`src/design/clp_pkg.sv`:
```
// clp_pkg: types, codes and helper functions shared by the content-length parser
// no dependencies; imported by every module of the parser
`default_nettype none

package clp_pkg;

    localparam int CH_W  = 8;
    localparam int LEN_W = 31;
    localparam int ST_W  = 2;

    // largest accum that may still take another digit, and its last legal digit
    localparam logic [LEN_W-1:0] BIG_PREFIX     = 31'd214748364;
    localparam logic [3:0]       BIG_LAST_DIGIT = 4'd7;

    localparam logic [CH_W-1:0] CH_TAB   = 8'h09;
    localparam logic [CH_W-1:0] CH_SPACE = 8'h20;
    localparam logic [CH_W-1:0] CH_COMMA = 8'h2C;
    localparam logic [CH_W-1:0] CH_ZERO  = 8'h30;
    localparam logic [CH_W-1:0] CH_NINE  = 8'h39;

    typedef enum logic [2:0] {
        DS_BREAK = 3'd0,
        DS_S1    = 3'd1,
        DS_S2    = 3'd2,
        DS_S3    = 3'd3,
        DS_S4    = 3'd4,
        DS_S5    = 3'd5
    } t_dfa_state;

    typedef enum logic [2:0] {
        CL_BAD   = 3'd0,
        CL_WS    = 3'd1,
        CL_COMMA = 3'd2,
        CL_DIGIT = 3'd3,
        CL_END   = 3'd4
    } t_char_class;

    typedef enum logic [ST_W-1:0] {
        STAT_OK  = 2'd0,
        STAT_BAD = 2'd1,
        STAT_BIG = 2'd2
    } t_status;

    typedef struct packed {
        logic [CH_W-1:0] ch;
        logic            end_mark;
    } t_in_item;

    typedef struct packed {
        logic [ST_W-1:0]  status;
        logic [LEN_W-1:0] length;
    } t_out_item;

    function automatic t_char_class classify(input logic [CH_W-1:0] c);
        t_char_class cls;
        if (c == CH_TAB || c == CH_SPACE) begin
            cls = CL_WS;
        end else if (c == CH_COMMA) begin
            cls = CL_COMMA;
        end else if (c >= CH_ZERO && c <= CH_NINE) begin
            cls = CL_DIGIT;
        end else begin
            cls = CL_BAD;
        end
        return cls;
    endfunction

    // grammar table; DS_BREAK means the character is not allowed here
    function automatic t_dfa_state dfa_next(input t_dfa_state st, input t_char_class cls);
        t_dfa_state nxt;
        nxt = DS_BREAK;
        unique case (st)
            DS_S1: begin
                unique case (cls)
                    CL_WS, CL_COMMA: nxt = DS_S1;
                    CL_DIGIT:        nxt = DS_S2;
                    default:         nxt = DS_BREAK;
                endcase
            end
            DS_S2: begin
                unique case (cls)
                    CL_WS:    nxt = DS_S3;
                    CL_COMMA: nxt = DS_S4;
                    CL_DIGIT: nxt = DS_S2;
                    CL_END:   nxt = DS_S5;
                    default:  nxt = DS_BREAK;
                endcase
            end
            DS_S3: begin
                unique case (cls)
                    CL_WS:    nxt = DS_S3;
                    CL_COMMA: nxt = DS_S4;
                    CL_END:   nxt = DS_S5;
                    default:  nxt = DS_BREAK;
                endcase
            end
            DS_S4: begin
                unique case (cls)
                    CL_WS, CL_COMMA: nxt = DS_S4;
                    CL_DIGIT:        nxt = DS_S2;
                    CL_END:          nxt = DS_S5;
                    default:         nxt = DS_BREAK;
                endcase
            end
            default: nxt = DS_BREAK;
        endcase
        return nxt;
    endfunction

endpackage

`default_nettype wire

```
`src/design/clp_in_reg.sv`:
```
// clp_in_reg: input register of the parser and the input-side stall
// depends on clp_pkg
`default_nettype none

module clp_in_reg
    import clp_pkg::*;
(
    input  wire logic     i_clk,
    input  wire logic     i_rst_n,
    input  wire logic     i_in_valid,
    output logic          o_in_stall,
    input  wire t_in_item i_in,
    input  wire logic     i_out_free,
    output logic          o_go,
    output t_in_item      o_item
);

    logic     r_valid;
    t_in_item r_item;
    logic     n_valid;
    logic     accept;

    // characters never wait; an end marker waits for a free result slot
    assign o_go       = r_valid && (!r_item.end_mark || i_out_free);
    assign o_in_stall = r_valid && !o_go;
    assign accept     = i_in_valid && !o_in_stall;
    assign o_item     = r_item;

    always_comb begin
        n_valid = r_valid;
        if (accept) begin
            n_valid = 1'b1;
        end else if (o_go) begin
            n_valid = 1'b0;
        end
    end

    always_ff @(posedge i_clk) begin
        if (!i_rst_n) begin
            r_valid <= 1'b0;
        end else begin
            r_valid <= n_valid;
        end
    end

    always_ff @(posedge i_clk) begin
        if (accept) begin
            r_item <= i_in;
        end
    end

endmodule

`default_nettype wire

```
`src/design/clp_step.sv`:
```
// clp_step: parser state and the per-character step (grammar, accumulate, compare)
// depends on clp_pkg
`default_nettype none

module clp_step
    import clp_pkg::*;
(
    input  wire logic     i_clk,
    input  wire logic     i_rst_n,
    input  wire logic     i_go,
    input  wire t_in_item i_item,
    output logic          o_res_valid,
    output t_out_item     o_res
);

    t_dfa_state       r_dfa_state, n_dfa_state;
    logic [LEN_W-1:0] r_accum, n_accum;
    logic [LEN_W-1:0] r_first_length, n_first_length;
    logic             r_have_length, n_have_length;
    t_status          r_error_code, n_error_code;

    t_char_class      cls;
    t_dfa_state       nxt;
    logic [3:0]       digit;
    logic [LEN_W+3:0] times_ten;
    logic             too_big;
    logic             mismatch;
    t_status          res_status;

    assign cls       = i_item.end_mark ? CL_END : classify(i_item.ch);
    assign nxt       = dfa_next(r_dfa_state, cls);
    assign digit     = i_item.ch[3:0];
    assign times_ten = {3'b000, r_accum, 1'b0} + {1'b0, r_accum, 3'b000}
                     + {{(LEN_W){1'b0}}, digit};
    assign too_big   = (r_accum > BIG_PREFIX)
                     || (r_accum == BIG_PREFIX && digit > BIG_LAST_DIGIT);
    assign mismatch  = r_have_length && (r_first_length != r_accum);

    always_comb begin
        n_dfa_state    = r_dfa_state;
        n_accum        = r_accum;
        n_first_length = r_first_length;
        n_have_length  = r_have_length;
        n_error_code   = r_error_code;
        res_status     = r_error_code;
        o_res.length   = '0;

        if (!i_item.end_mark) begin
            // after the first error the characters are dropped
            if (r_error_code == STAT_OK) begin
                if (nxt == DS_BREAK) begin
                    n_error_code = STAT_BAD;
                end else begin
                    n_dfa_state = nxt;
                    if (cls == CL_DIGIT) begin
                        if (too_big) begin
                            n_error_code = STAT_BIG;
                        end else begin
                            n_accum = times_ten[LEN_W-1:0];
                        end
                    end else if (r_dfa_state == DS_S2) begin
                        if (mismatch) begin
                            n_error_code = STAT_BAD;
                        end else begin
                            n_first_length = r_accum;
                            n_have_length  = 1'b1;
                            n_accum        = '0;
                        end
                    end
                end
            end
        end else begin
            if (r_error_code == STAT_OK) begin
                if (nxt != DS_S5) begin
                    res_status = STAT_BAD;
                end else if (r_dfa_state == DS_S2) begin
                    // list ends on a number: it is the last one to check
                    if (mismatch) begin
                        res_status = STAT_BAD;
                    end else begin
                        o_res.length = r_accum;
                    end
                end else begin
                    o_res.length = r_first_length;
                end
            end
            // every end marker returns the parser to its start
            n_dfa_state    = DS_S1;
            n_accum        = '0;
            n_first_length = '0;
            n_have_length  = 1'b0;
            n_error_code   = STAT_OK;
        end
        o_res.status = res_status;
    end

    assign o_res_valid = i_go && i_item.end_mark;

    always_ff @(posedge i_clk) begin
        if (!i_rst_n) begin
            r_dfa_state    <= DS_S1;
            r_accum        <= '0;
            r_first_length <= '0;
            r_have_length  <= 1'b0;
            r_error_code   <= STAT_OK;
        end else if (i_go) begin
            r_dfa_state    <= n_dfa_state;
            r_accum        <= n_accum;
            r_first_length <= n_first_length;
            r_have_length  <= n_have_length;
            r_error_code   <= n_error_code;
        end
    end

endmodule

`default_nettype wire

```
`src/design/clp_out_reg.sv`:
```
// clp_out_reg: result register of the parser
// depends on clp_pkg
`default_nettype none

module clp_out_reg
    import clp_pkg::*;
(
    input  wire logic      i_clk,
    input  wire logic      i_rst_n,
    input  wire logic      i_res_valid,
    input  wire t_out_item i_res,
    output logic           o_free,
    output logic           o_out_valid,
    input  wire logic      i_out_stall,
    output t_out_item      o_out
);

    logic      r_valid;
    t_out_item r_res;
    logic      n_valid;

    // slot is free when empty or its result leaves at this edge
    assign o_free      = !r_valid || !i_out_stall;
    assign o_out_valid = r_valid;
    assign o_out       = r_res;

    always_comb begin
        n_valid = r_valid;
        if (i_res_valid) begin
            n_valid = 1'b1;
        end else if (r_valid && !i_out_stall) begin
            n_valid = 1'b0;
        end
    end

    always_ff @(posedge i_clk) begin
        if (!i_rst_n) begin
            r_valid <= 1'b0;
        end else begin
            r_valid <= n_valid;
        end
    end

    always_ff @(posedge i_clk) begin
        if (i_res_valid) begin
            r_res <= i_res;
        end
    end

endmodule

`default_nettype wire

```
`src/design/content_length_list_parser.sv`:
```
// content_length_list_parser: top level of the content-length list parser
// depends on clp_pkg, clp_in_reg, clp_step, clp_out_reg
//
//   channel | direction | handshake               | payload
//   --------+-----------+-------------------------+--------------------------
//   in      | input     | i_in_valid / o_in_stall | i_in  (ch, end_mark)
//   out     | output    | o_out_valid / i_out_stall | o_out (status, length)
//
// one item per cycle while o_in_stall is low; an item is registered in the input
// register on its transfer and parsed from there, and an end marker's result is
// registered in the output register, from which it transfers on o_out
// the per-cycle limit is the state loop: grammar table, times-ten add, compare
// reset is synchronous, active low, and returns the parser to its start state
// a character never waits in the input register; an end marker waits there
// while a result is held in the output register and i_out_stall is high, and
// o_in_stall stays high behind it
`default_nettype none

module content_length_list_parser
    import clp_pkg::*;
(
    input  wire logic      i_clk,
    input  wire logic      i_rst_n,
    input  wire logic      i_in_valid,
    output logic           o_in_stall,
    input  wire t_in_item  i_in,
    output logic           o_out_valid,
    input  wire logic      i_out_stall,
    output t_out_item      o_out
);

    logic      go;
    logic      out_free;
    t_in_item  item;
    logic      res_valid;
    t_out_item res;

    clp_in_reg u_in_reg (
        .i_clk      (i_clk),
        .i_rst_n    (i_rst_n),
        .i_in_valid (i_in_valid),
        .o_in_stall (o_in_stall),
        .i_in       (i_in),
        .i_out_free (out_free),
        .o_go       (go),
        .o_item     (item)
    );

    clp_step u_step (
        .i_clk       (i_clk),
        .i_rst_n     (i_rst_n),
        .i_go        (go),
        .i_item      (item),
        .o_res_valid (res_valid),
        .o_res       (res)
    );

    clp_out_reg u_out_reg (
        .i_clk       (i_clk),
        .i_rst_n     (i_rst_n),
        .i_res_valid (res_valid),
        .i_res       (res),
        .o_free      (out_free),
        .o_out_valid (o_out_valid),
        .i_out_stall (i_out_stall),
        .o_out       (o_out)
    );

endmodule

`default_nettype wire

```
`config.mk`:
```
export PLATFORM = sky130hd
export DESIGN_NAME = content_length_list_parser
export DESIGN_NICKNAME = d
export VERILOG_FILES = /design/src/design/clp_pkg.sv /design/src/design/clp_in_reg.sv /design/src/design/clp_step.sv /design/src/design/clp_out_reg.sv /design/src/design/content_length_list_parser.sv
export SDC_FILE = /design/constraint.sdc
export NUM_CORES = 1
export LEC_CHECK = 0
export BUFFER_PORTS_ARGS = -buffer_cell sky130_fd_sc_hd__clkbuf_2
export CELL_PAD_IN_SITES_DETAIL_PLACEMENT = 1
export CELL_PAD_IN_SITES_GLOBAL_PLACEMENT = 2
export CORE_MARGIN = 2
export CORE_UTILIZATION = 38
export CTS_BUF_LIST = sky130_fd_sc_hd__clkbuf_16
export DETAILED_ROUTE_END_ITERATION = 6
export GPL_TIMING_DRIVEN = 0
export PLACE_DENSITY = 0.86
export SETUP_SLACK_MARGIN = 0.05
export SKIP_CTS_REPAIR_TIMING = 1
export SLEW_MARGIN = 20
export SYNTH_ARGS = -nofsm -noshare
export SYNTH_HDL_FRONTEND = slang
export SYNTH_HIERARCHICAL = 1
export SYNTH_SLANG_ARGS = --single-unit
```
`constraint.sdc`:
```
create_clock -name i_clk -period 5.2 [get_ports i_clk]
set_input_delay 0.78 -clock i_clk [delete_from_list [all_inputs] [get_ports i_clk]]
set_output_delay 0.78 -clock i_clk [all_outputs]
set_load 0.02 [all_outputs]
```
== Word level (Yosys, flattened, before mapping) ==
Index checks and enable logic that the tools add are counted.

* Equal/unequal tests: 20
* $mul: 0
* Bitwise operators: 2
* Reduce and logical (&&, ||, !) cells: 30
* Order comparisons: 4
* Div/mod/pow operators: 0
* Add/subtract/negate cells: 2
* Multiplexer cells: 47
* Shift operators: 0

{| class="wikitable"
|+ Operators with widths
! cell !! count
|-
| $mux W31 || 15
|-
| $add A31 B31 Y31 || 1
|-
| $add A31 B4 Y31 || 1
|-
| $eq A31 B28 Y1 const B || 1
|-
| $gt A31 B28 Y1 const B || 1
|-
| $ne A31 B31 Y1 || 1
|-
| $pmux W3 S4 || 2
|-
| $mux W2 || 11
|-
| $mux W3 || 6
|-
| $pmux W3 S3 || 2
|-
| $eq A8 B6 Y1 const B || 2
|-
| $eq A3 B2 Y1 const B || 4
|-
| $reduce_and A6 Y1 || 2
|-
| $mux W1 || 10
|-
| $ne A3 B3 Y1 const B || 3
|-
| $eq A8 B4 Y1 const B || 1
|-
| $ge A8 B6 Y1 const B || 1
|-
| $le A8 B6 Y1 const B || 1
|-
| $logic_and A1 B1 Y1 || 8
|-
| $reduce_bool A2 Y1 || 4
|-
| $eq A3 B1 Y1 const B || 2
|-
| $eq A3 B3 Y1 const B || 2
|-
| $ne A2 B2 Y1 const B || 3
|-
| $reduce_and A3 Y1 || 2
|-
| other kinds (11) || 19
|}

* Word-level logic and storage cells: 116
* Bits of input ports: 13
* Memory bits (writable): 0
* Output and inout bits: 35
* ROM bits: 0
* Memories kept: 0
* Register bits: 112
* Latch bits: 0

== Depth between registers and ports, before layout ==
Gate-level depths: netlist of run 1.

* Depth after elaboration: 14
* Gate-level depth with buffers: 13

== Modules after synthesis ==
The synthesis of run 1 kept the hierarchy.

{| class="wikitable"
|+ Modules (own cells, without submodules)
! module !! seq. area each (µm²) !! area an instance (µm²) !! instances !! cells an instance
|-
| clp_step || 1,361.3 || 5,357.6 || 1 || 661
|-
| clp_out_reg || 1,011.0 || 1,026.0 || 1 || 37
|-
| clp_in_reg || 290.3 || 324.1 || 1 || 15
|}

== Least setup slack after synthesis of run 1 ==
Ideal clock, no wire load.

* Kind: register -> register
* From: reg u_in_reg.r_item (netlist bit u_in_reg/o_item[4])
* To: reg u_step.r_accum[18]
* Data arrival time: 2.851 ns
* Setup time: 0.072 ns
* Clock period less this slack: 2.923 ns
* Stages on the path, launching flop included: 12
* Path slack: 2.277 ns
* Required time: 5.128 ns
* Path buffers: 0
* Cell sequence: edfxtp_1 > fa_1 > inv_1 > fa_1 > nor2b_1 > o31ai_1 > a21oi_1 > o21ai_0 > o21ai_0 > a31oi_1 > xor2_1 > o2bb2ai_1

* Longest elaborated chain between the ends: 13
* Elaborated cells between the ends (all ways): 36
* Classes of those cells: add/sub (1); order compare (3); eq/ne (10); mux (14); reduce/logical (8)

{| class="wikitable"
|+ Ends and longest elaborated chain
! item !! line !! source
|-
| start, declared || clp_in_reg.sv:19 || <nowiki>t_in_item r_item;</nowiki>
|-
| start signal, assigned || clp_in_reg.sv:48 || <nowiki>r_item <= i_in;</nowiki>
|-
| $ge A8 B6 Y1 / $le A8 B6 Y1 (equally long branches) || clp_pkg.sv:60 || <nowiki>end else if (c >= CH_ZERO && c <= CH_NINE) begin</nowiki>
|-
| $logic_and A1 B1 Y1 || clp_pkg.sv:60 ||
|-
| $mux W2 || clp_pkg.sv:60 ||
|-
| $mux W3 || clp_pkg.sv:58 || <nowiki>end else if (c == CH_COMMA) begin</nowiki>
|-
| $mux W3 || clp_pkg.sv:56 || <nowiki>if (c == CH_TAB || c == CH_SPACE) begin</nowiki>
|-
| $mux W3 || clp_step.sv:30 || <nowiki>assign cls = i_item.end_mark ? CL_END : classify(i_item.ch);</nowiki>
|-
| $eq A3 B1 Y1 / $eq A3 B2 Y1 (equally long branches) || -- ||
|-
| $reduce_or A2 Y1 || clp_pkg.sv:74, clp_pkg.sv:98 ||
|-
| $pmux W3 S3 / $pmux W2 S2 (equally long branches) || clp_pkg.sv:98, clp_pkg.sv:74 ||
|-
| $pmux W3 S4 || clp_pkg.sv:72 || <nowiki>unique case (st)</nowiki>
|-
| $logic_not A3 Y1 || clp_step.sv:51 || <nowiki>if (nxt == DS_BREAK) begin</nowiki>
|-
| $ne A2 B2 Y1 (no source line) || -- ||
|-
| $reduce_and A6 Y1 (no source line) || -- ||
|-
| end signal, assigned || clp_step.sv:108 || <nowiki>r_accum <= n_accum;</nowiki>
|-
| end, declared || clp_step.sv:17 || <nowiki>logic [LEN_W-1:0] r_accum, n_accum;</nowiki>
|}

Parallel ways exist; a longest one is shown, timed or not. The select of a mux whose other input is x is not followed.
A chain may end at the register's enable or synchronous reset.

== Worst setup path in the final report of run 1 ==
* From: reg u_in_reg.r_item (netlist bit u_in_reg/o_item[4])
* To: reg u_step.r_accum[23]

The elaborated chain is that of the path after synthesis.

==> results of run 1 <==
==> critical path, cell delays in order, from the launching register on <==
cell and delay [ns]:
edfxtp_1 0.56, fa_1 0.56, ha_1 0.33, a211o_1 0.28, a21oi_1 0.26, a211oi_1 0.16, a41o_1 0.37, a21oi_1 0.33
o21ai_0 0.21, o21ai_1 0.26, a21oi_1 0.10
==> synth_stat cells (all sizes together), types with 3 or more instances <==
library cell	count
a21oi	32
nor2b	9
o21a	11
xor2	27
nand3	10
a31oi	4
o31ai	5
a211oi	5
o211ai	5
ha	56
edfxtp	42
a21o	10
o21ai	25
nor3	10
inv	16
nand2b	11
xnor2	28
nand4	8
clkbuf	31
o211a	4
nor4	8
a211o	4
o2bb2ai	5
a22oi	83
and2	4
nand2	24
dfxtp	70
buf	9
nor4bb	3
nor2	115
==> sequential cells by signal (all words and copies together), names as in the netlist <==
register and count:
u_step/r_accum 31, u_in_reg/o_item 9, u_step/r_error_code 2, u_step/r_first_length 31, u_step/r_dfa_state 3, u_step/r_have_length 1, u_out_reg/o_out 33, u_out_reg/o_out_valid 1
u_in_reg/r_valid 1
==> final cells by class <==
| type | count | area share, % |
|---|---|---|
| Sequential cell | 112 | 35.55 |
| Tap cell | 225 | 3.759 |
| Multi-Input combinational cell | 545 | 50.82 |
| Inverter | 16 | 0.8019 |
| Buffer | 40 | 2.389 |
| Timing Repair Buffer | 47 | 3.141 |
| Clock buffer | 9 | 3.007 |
| Clock inverter | 7 | 0.5346 |
==> cells in the final DEF, fill, tap and decap left out, types with 23 or more instances in the layout <==
| cell type | synthesis | routed |
|---|---|---|
| edfxtp_1 | 42 | 42 |
| xor2_1 | 27 | 27 |
| ha_1 | 56 | 56 |
| clkbuf_2 | 0 | 47 |
| o21ai_0 | 23 | 23 |
| a22oi_1 | 82 | 82 |
| nor2_1 | 115 | 115 |
| dfxtp_1 | 70 | 70 |
| clkbuf_1 | 31 | 31 |
| a21oi_1 | 32 | 32 |
| nand2_1 | 24 | 24 |
| xnor2_1 | 28 | 28 |
==> worst max-delay path by stage <==
| stage | from | endpoint | slack [ns] | depth (start not counted) |
|---|---|---|---|---|
| finish | u_in_reg/o_item[4] | u_step/r_accum[23] | 1.63 | 10 |
| global route | u_in_reg/o_item[4] | u_step/r_accum[19] | 1.42 | 10 |
| CTS | u_in_reg/o_item[4] | u_step/r_accum[23] | 1.66 | 10 |
| detailed placement | u_in_reg/o_item[4] | u_step/r_accum[23] | 1.69 | 10 |
| global placement | u_in_reg/o_item[4] | u_step/r_accum[20] | 1.71 | 10 |
| floorplan | u_in_reg/o_item[4] | u_step/r_accum[18] | 2.28 | 11 |
==> kinds of logic after synthesis <==
kind of cell	after synthesis
adders and majority gates	58
buffers and inverters	56
DFF	112
muxes	2
xor gates and xnor gates	55
AOI/OAI and AO/OA	214
and+or+nand+nor	216
==> power by group through the flow <==
stage | Sequential, mW | Combinational, mW | Clock, mW
global route | 0.924 | 0.0688 | 0.683
floorplan | 0.944 | 0.0365 | 0
finish | 0.923 | 0.0631 | 0.642
global placement | 0.943 | 0.0604 | 0
CTS | 0.923 | 0.0633 | 0.653
detailed placement | 0.943 | 0.0629 | 0
==> layer usage <==
metal | vias up | wire length (microns)
met4 | 0 | 282
li1 | 2761 | -
met3 | 14 | 575
met2 | 121 | 9662
met1 | 2853 | 8957
met5 | - | 0
==> through the flow <==
step / power [mW] / setup slack (ns) / std cells / util, %
final: 1.628 / 1.627 / 1001 / 43.30
after global routing: 1.676 / 1.417 / 1001 / 43.30
after CTS: 1.639 / 1.660 / 1001 / 43.30
after detailed placement: 1.006 / 1.691 / 985 / 41.77
after global placement: 1.003 / 1.708 / 985 / 41.77
after floorplan: 0.9805 / 2.277 / 713 / -
==> impl_results.md, run 1 <==
* Status: finished clean
* Global route total overflow at 0
* Synthesis-stage register bit count at 112
* CP Class: flop to flop
* Met3 GRT Util at between 2 and 2.5%
* Clock Power Share at 39.5%
* P_leak at between 3 and 4 nW
* Cell internal pwr at roughly 1.3 mW
* Share of the synthesized area in the top cell type at around a fifth
* Worst-path clk slew at 0.08 ns
* Sequential area share after synthesis at 39.69%
* Ranking of synthesized cells by area: dfxtp_1, edfxtp_1, ha_1
* DR vias at roughly 5700
* Synthesized instance count at 713
* Switching share of power at 22.87%
* Register Area at approximately 0.0027 sq mm
* Fillers at 2019
* CTS Buffer Depth at 2
* Final Hold Fails at 0
* Number of CTS-inserted buffers at 9
* Worst R2R Path Depth at 10
* Nets at about 840
* Reg2reg setup slack at approximately 1.6 ns
* Area of the multi-input gates at 0.003806 sq mm
* Met2 usage at 37.31%
* Grt met1 use at 27.12%
* Grt peak-use layer: met2
* Data required, critical path at 5.41 ns
* 1st-pass router iterations at 5
* CTS tree: built
* Net count after synthesis at 784
* Fmax at 279.9 MHz
* Area growth, synth to finish at 11.66%
* Number of remaining DRC errors at 0
* Main combinational cell family by area after synthesis: compound AO/OA/AOI/OAI gates
* Hold Crit Endpoint: u_step/r_have_length
* Gate power share at ~3.9%
* Layout cells sized above 1 at 10.05%
* WL per Instance at 19.46 microns
* CP arrival at roughly 3.8 ns
* Syn. warnings at 6
* Synth Area in XOR/XNOR at 7.181%
* Post-synthesis mux area share at less than 1%
* RD Place Congestion at 0.8340
* CTS Sinks at between 100 and 150
* HPWL after detailed placement at 15080 microns
* Hold Crit Class: flop to flop
* Placed Area at a little over 0.007 sq mm
* Worst skew pair latency at 0.35 ns
* Relative slew margins at 45.63%
* Worst Setup Start Kind: flop
* Number of global-route vias before repair at 5816
* Die Width at around 140 microns
* Initial antenna violation count at 0
* Simple-gate area share of the yosys netlist at 15.44%
* Largest area contributor in the netlist: dfxtp_1
* Highest ir drop seen on vdd at roughly 0.14 mV
* Starting Density at 38.78%
* Vias per cell at between 5 and 6
* H-tree levels at 3
* CP Capture Type: flop
* Initial DRC count at 331
* Post-synth top flop: dfxtp_1
* Max cap viols at 0
* Number of port buffers at 47
* Compound-Gate Fraction of Synth Area at 22.78%
* Tightest Pin Transition at between 0.8 and 0.9 ns
* Syn avg cell area at 9.408 sq um
* Async set-reset flop share out of synthesis at 0%
* Reg2Reg Launch Point: u_in_reg/o_item[4]
* Worst Min Path Start: u_step/r_have_length
* Post-route ant nets at 0
* Post-route cell area at between 0.007 and 0.008 sq mm
* RSZ-0062 raised after global routing: false
* First-pass GRT wire length at 30790 microns
* Synth cell types at 67
* Worst-path fanout max at 8
* Die Y at between 100 and 150 microns
* Layout Skew at 0.01379 ns
* Io pins at 48
* Row cnt at 48
* Largest net degree at the start of global routing at 35
* Crit share post-route at 68.71%
* Setup TNS at 0 ns
* Crit path time final at 3.573 ns
* # diodes at 0
* Total power per unit cell area at 217.4 mW/mm^2
* Clock root buffer: clkbuf_16
* Post-Synth Adder-Cell Area at 11.04%
* Worst hold path stage count at 2
* WL final at 19480 microns
* Post-synth EDFFs at 42
* Seq pwr share at 56.7%
* Core ar. at 0.01730 sq mm
* Worst flop-to-flop path endpoint: u_step/r_accum[23]
* Final slew viol count at 0
* Hold_ws at 0.5125 ns
* Switching pwr at approximately 0.37 mW
* Endpoints failing setup at 0
* Die ar. at 0.01873 sq mm
* Mapped Area at between 0.006 and 0.007 sq mm
* Tot GR Track Use at between 20% and 30%
Power figures use the tool's default switching activity.
==> inputs of run 2 (changes only) <==
--- a/config.mk
+++ b/config.mk
@@ -9,11 +9,11 @@
 export CELL_PAD_IN_SITES_DETAIL_PLACEMENT = 1
 export CELL_PAD_IN_SITES_GLOBAL_PLACEMENT = 2
 export CORE_MARGIN = 2
-export CORE_UTILIZATION = 38
+export CORE_UTILIZATION = 35
 export CTS_BUF_LIST = sky130_fd_sc_hd__clkbuf_16
 export DETAILED_ROUTE_END_ITERATION = 6
 export GPL_TIMING_DRIVEN = 0
-export PLACE_DENSITY = 0.86
+export PLACE_DENSITY = 0.83
 export SETUP_SLACK_MARGIN = 0.05
 export SKIP_CTS_REPAIR_TIMING = 1
 export SLEW_MARGIN = 20
==> constraint.sdc (replaced) <==
create_clock -name i_clk -period 3.1 [get_ports i_clk]
set_input_delay 0.465 -clock i_clk [delete_from_list [all_inputs] [get_ports i_clk]]
set_output_delay 0.465 -clock i_clk [all_outputs]
set_load 0.02 [all_outputs]
==> impl_results.md, run 2 (synthesis gave the netlist of run 1 again) <==
* Status: finished clean
* Finished Layout Cells at 1026 (+2.5%)
* Layout cells sized above 1 at 22.35% (+12 points)
* Tightest Pin Transition at 0.7466 ns (-0.06725 ns)
* CTS tree: built
* Layout Skew at 0.009442 ns (-0.004345 ns)
* WL final at 20080 microns (+3.1%)
* Worst-path clk slew at 0.07 ns (about the same)
* Core ar. at 0.01877 sq mm (+8.5%)
* Io pins at 48 (unchanged)
* Area growth, synth to finish at 23.13%
* Total power per unit cell area at 339.9 mW/mm^2 (+56%)
* RD Place Congestion at 0.8443 (+1.2%)
* Initial antenna violation count at 0 (unchanged)
* Grt met1 use at 24.86% (-2.3 points)
* Met3 GRT Util at 2.254% (-0.15 points)
* Global route total overflow at 0 (unchanged)
* WL per Instance at 19.57 microns (+0.58%)
* CTS Buffer Depth at 2 (unchanged)
* Most frequent cells in the layout: nor2_1, a22oi_1, dfxtp_1
* Endpoints failing setup at 0 (unchanged)
* Number of global-route vias before repair at 5922 (+1.8%)
* 1st-pass router iterations at 5 (unchanged)
* DR vias at 5790 (+0.71%)
* Max cap viols at 0 (unchanged)
* Met2 usage at 33.31% (-4.0 points)
* Number of remaining DRC errors at 0 (unchanged)
* RSZ-0062 raised after global routing: true
* CP Capture Type: flop
* Final Hold Fails at 0 (unchanged)
* Worst skew pair latency at 0.35 ns (about the same)
* P_leak at 3.465 nW (+6.8%)
* Highest ir drop seen on vdd at 0.3050 mV (+110%)
* Post-route ant nets at 0 (unchanged)
* Number of port buffers at 47 (unchanged)
* HPWL after detailed placement at 14730 microns (-2.3%)
* # diodes at 0 (unchanged)
* Fmax at 322.6 MHz (+15%)
* Starting Density at 35.74% (-3.0 points)
* Initial DRC count at 320 (-3.3%)
* Worst-path fanout max at 7 (-1)
* Fillers at 2115 (+4.8%)
* Clock root buffer: clkbuf_16
* Die Y at 142.4 microns (+4.1%)
* Tot GR Track Use at 19.28% (-1.8 points)
* Number of CTS-inserted buffers at 9 (unchanged)
* CTS Sinks at 112 (unchanged)
* Hold_ws at 0.2882 ns (-0.2243 ns)
* CP arrival at 3.33 ns (-0.46 ns)
* Worst Setup Start Kind: flop
* Die Width at 142.4 microns (+4.1%)
* Hold Crit Class: primary input to flop
* Row cnt at 50 (+4.2%)
* First-pass GRT wire length at 31130 microns (+1.1%)
* Nets at 858 (+1.9%)
* Commonest non-fill, non-tap cell in the layout: nor2_1
* Grt peak-use layer: met2
* Data required, critical path at 3.33 ns (-2.08 ns)
* Relative slew margins at 50.15% (+4.5 points)
* Dpl cells at 994 (+0.91%)
* CP Class: flop to flop
* H-tree levels at 3 (unchanged)
* Largest net degree at the start of global routing at 35 (unchanged)
* Crit path time final at 3.100 ns (-0.4732 ns)
* Vias per cell at 5.643 (-1.7%)
* Largest register FFs at 33 (unchanged)
* Crit share post-route at 99.99% (+31 points)
* Final slew viol count at 0 (unchanged)
* Die ar. at 0.02029 sq mm (+8.3%)
-- run 2: report_power, final --
group | internal, mW | leakage (nW) | switching, mW
Sequential | 1.53 | 1.01 | 0.0135
Combinational | 0.0417 | 2.30 | 0.0773
Clock | 0.622 | 0.150 | 0.519
Total | 2.20 | 3.47 | 0.610
-- run 2: path summary, 6_finish.rpt --
kind | slack [ns] | startpoint | endpoint | cells after the start
setup / recovery | 0.0004 | u_in_reg/o_item[4] | u_step/r_accum[25] | 10
hold / removal | 0.29 | i_in[7] | u_in_reg/o_item[7] | 1
setup reg to reg | 0.0004 | u_in_reg/o_item[4] | u_step/r_accum[25] | 10
hold reg to reg | 0.54 | u_out_reg/o_out_valid | u_out_reg/o_out_valid | 2
-- run 2: per-layer routing --
layer  vias up  routed length [microns]  share of wire (%)
met4         0                      494                2.5
met5         -                        0                  0
li1       2791                        -                  -
met2        88                    10030                 50
met1      2887                     9070                 45
met3        24                      489                2.4
-- run 2: area by class of cell --
cell class                 instances  area (sq um)  share of cell area, %
buffer                            39         257.7                  3.121
tap                              234         292.8                  3.545
inverter                          16         60.06                 0.7272
clock buffer                       9         225.2                  2.727
clock inverter                     7         63.81                 0.7726
multi-input combinational        545          4268                  51.67
sequential                       112          2673                  32.36
timing repair buffer              64         419.2                  5.075
-- run 2: critical path, cell delays in order, from the launching register on --
cell       delay (ns)
edfxtp_1         0.55
fa_1             0.54
ha_1             0.33
a211o_1          0.31
a21oi_4          0.17
a211oi_2         0.11
a41o_4           0.28
a21bo_4          0.25
a21oi_4          0.16
xor2_1           0.19
o2bb2ai_1        0.07
-- run 2: stage by stage --
| step | TNS [ns] | area (sq um) | util [%] | power [mW] | setup WS (ns) |
|---|---|---|---|---|---|
| 2_1_floorplan | 0 | 6708 | - | 1.644 | 0.1769 |
| 3_3_place_gp | -6.319 | 7236 | 38.55 | 1.682 | -0.4239 |
| 3_5_place_dp | -8.522 | 7236 | 38.55 | 1.686 | -0.4664 |
| 4_1_cts | -9.811 | 7525 | 40.09 | 2.829 | -0.4882 |
| 5_1_grt | -0.8511 | 8259 | 44.01 | 2.905 | -0.07452 |
| 6_report | 0 | 8259 | 44.01 | 2.807 | 0.0003779 |
==> inputs of run 3 (changes only) <==
==> constraint.sdc (replaced) <==
create_clock -name i_clk -period 2.8 [get_ports i_clk]
set_input_delay 0.42 -clock i_clk [delete_from_list [all_inputs] [get_ports i_clk]]
set_output_delay 0.42 -clock i_clk [all_outputs]
set_load 0.02 [all_outputs]
==> impl_results.md, run 3 (synthesis gave the netlist of run 1 again) <==
* WL per Instance at 20.66 microns (+5.5%)
* CTS tree: built
* Number of port buffers at 47 (unchanged)
* # diodes at 0 (unchanged)
* Layout cells sized above 1 at 31.47% (+9.1 points)
* Row cnt at 50 (unchanged)
* Place WS at -0.6801 ns (-0.2137 ns)
* CTS Sinks at 112 (unchanged)
* RD Place Congestion at 0.8150 (-3.5%)
* CTS Buffer Depth at 2 (unchanged)
* Worst Setup Start Kind: flop
* Layout Skew at 0.009220 ns (-0.0002220 ns)
* Post-route ant nets at 0 (unchanged)
* Vias per cell at 5.733 (+1.6%)
* Relative slew margins at 45.44% (-4.7 points)
* Nets at 870 (+1.4%)
* Io pins at 48 (unchanged)
* WL met1 at 9404 microns (+3.7%)
* Clock root buffer: clkbuf_16
* 1st-pass router iterations at 4 (-1)
* CP arrival at 3.36 ns (+0.03 ns)
* H-tree levels at 3 (unchanged)
* RSZ-0062 raised after global routing: true
* Cell Chain, Critical Path: fa_2 > ha_4 > a211o_1 > a21oi_2 > a211oi_2 > a41o_4 > a21bo_4 > a21oi_4 > a22o_1 > o31ai_1
* Crit share post-route at 111.9% (+12 points)
* DR vias at 5951 (+2.8%)
* Crit path time final at 3.133 ns (+0.03310 ns)
* Initial antenna violation count at 0 (unchanged)
* Endpoints failing setup at 81 (+81)
* Die ar. at 0.02029 sq mm (unchanged)
* Number of CTS-inserted buffers at 9 (unchanged)
* Global route total overflow at 0 (unchanged)
* Hold Crit Class: primary input to flop
* Final slew viol count at 0 (unchanged)
* CP Capture Type: flop
* Tot GR Track Use at 19.85% (+0.57 points)
* Final Hold Fails at 0 (unchanged)
* Worst-path clk slew at 0.08 ns (about the same)
* Initial DRC count at 340 (+6.3%)
* Data required, critical path at 3.02 ns (-0.31 ns)
* Final Total Pwr at 3.154 mW (+12%)
* Status: complete, but fails checks
* CP delay by family, top: compound AO/OA/AOI/OAI gates
* Worst-path fanout max at 5 (-2)
* Area growth, synth to finish at 31.51%
* CP max-delay cell: fa_2
* Failing checks: negative setup slack
* Worst skew pair latency at 0.36 ns (about the same)
* First-pass GRT wire length at 31780 microns (+2.1%)
* Top Metal Used: met4
* DR WL met2 at 10720 microns (+6.9%)
* CP Class: flop to flop
* Total power per unit cell area at 357.5 mW/mm^2 (+5.2%)
* Core ar. at 0.01877 sq mm (unchanged)
* Highest ir drop seen on vdd at 0.2676 mV (-12%)
* Tightest Pin Transition at 0.8171 ns (+0.07050 ns)
* Largest register FFs at 33 (unchanged)
* Die Width at 142.4 microns (unchanged)
* WL final at 21440 microns (+6.8%)
* WP buf/inv at 0 (unchanged)
* Max cap viols at 0 (unchanged)
* Critical path's largest stage delay at 0.62 ns (+0.07 ns)
* Most frequent cells in the layout: nor2_1, dfxtp_1, ha_1
* Die Y at 142.4 microns (unchanged)
* HPWL after detailed placement at 14700 microns (-0.19%)
* Commonest non-fill, non-tap cell in the layout: nor2_1
* Starting Density at 35.74% (unchanged)
* Fmax at 319.2 MHz (-1.1%)
* P_leak at 3.611 nW (+4.2%)
* Routed met3 length at 890 microns (+82%)
* Final worst setup slack at -0.3327 ns (-0.3331 ns)
* Largest net degree at the start of global routing at 35 (unchanged)
* Number of remaining DRC errors at 0 (unchanged)
* Number of global-route vias before repair at 5941 (+0.32%)
-- run 3: changes by cell type in the layout (fill, tap and decap cells not counted), sizes merged --
cell / before / now
buf: 23 / 40
bufinv: 1 / 0
clkinv: 3 / 1
clkbuf: 89 / 84
inv: 19 / 22
-- run 3: path summary, 6_finish.rpt --
check,from,slack (ns),depth (start not counted),to
max,u_in_reg/o_item[4],-0.33,10,u_step/r_accum[27]
min,i_in[4],0.23,1,u_in_reg/o_item[4]
max reg2reg,u_in_reg/o_item[4],-0.33,10,u_step/r_accum[27]
min reg2reg,u_step/r_have_length,0.52,2,u_step/r_have_length
-- run 3: final cells by class --
type,instances,area [sq um]
timing repair buffer,78,620.6
buffer,37,297.8
tap,234,292.8
clock inverter,7,58.81
sequential,112,2686
fill,2084,9947
inverter,16,60.06
clock buffer,9,225.2
multi-input combinational,545,4579
-- run 3: layer usage --
layer	GRT usage (%)	vias to the layer above
li1	-	2826
met1	26.25	2977
met2	34.17	124
met3	2.658	24
met4	5.263	0
met5	0	-
-- run 3: stage by stage --
step | setup TNS [ns] | util, % | cells | instance area, sq um | hold WS [ns]
floorplan | 0 | - | 713 | 6728 | 0.4578
global placement | -28.92 | 38.66 | 994 | 7256 | 0.4729
detailed placement | -33.12 | 38.66 | 994 | 7256 | 0.4851
CTS | -36.40 | 40.17 | 1010 | 7540 | 0.2254
global route | -18.69 | 47.00 | 1038 | 8821 | 0.2201
finish | -8.233 | 47.00 | 1038 | 8821 | 0.2328
-- run 3: power breakdown --
group          switching (mW)  internal (mW)  leakage, nW
Combinational           0.102         0.0684         2.46
Clock                   0.650          0.625        0.141
Sequential             0.0126           1.70         1.01
Total                   0.764           2.39         3.61
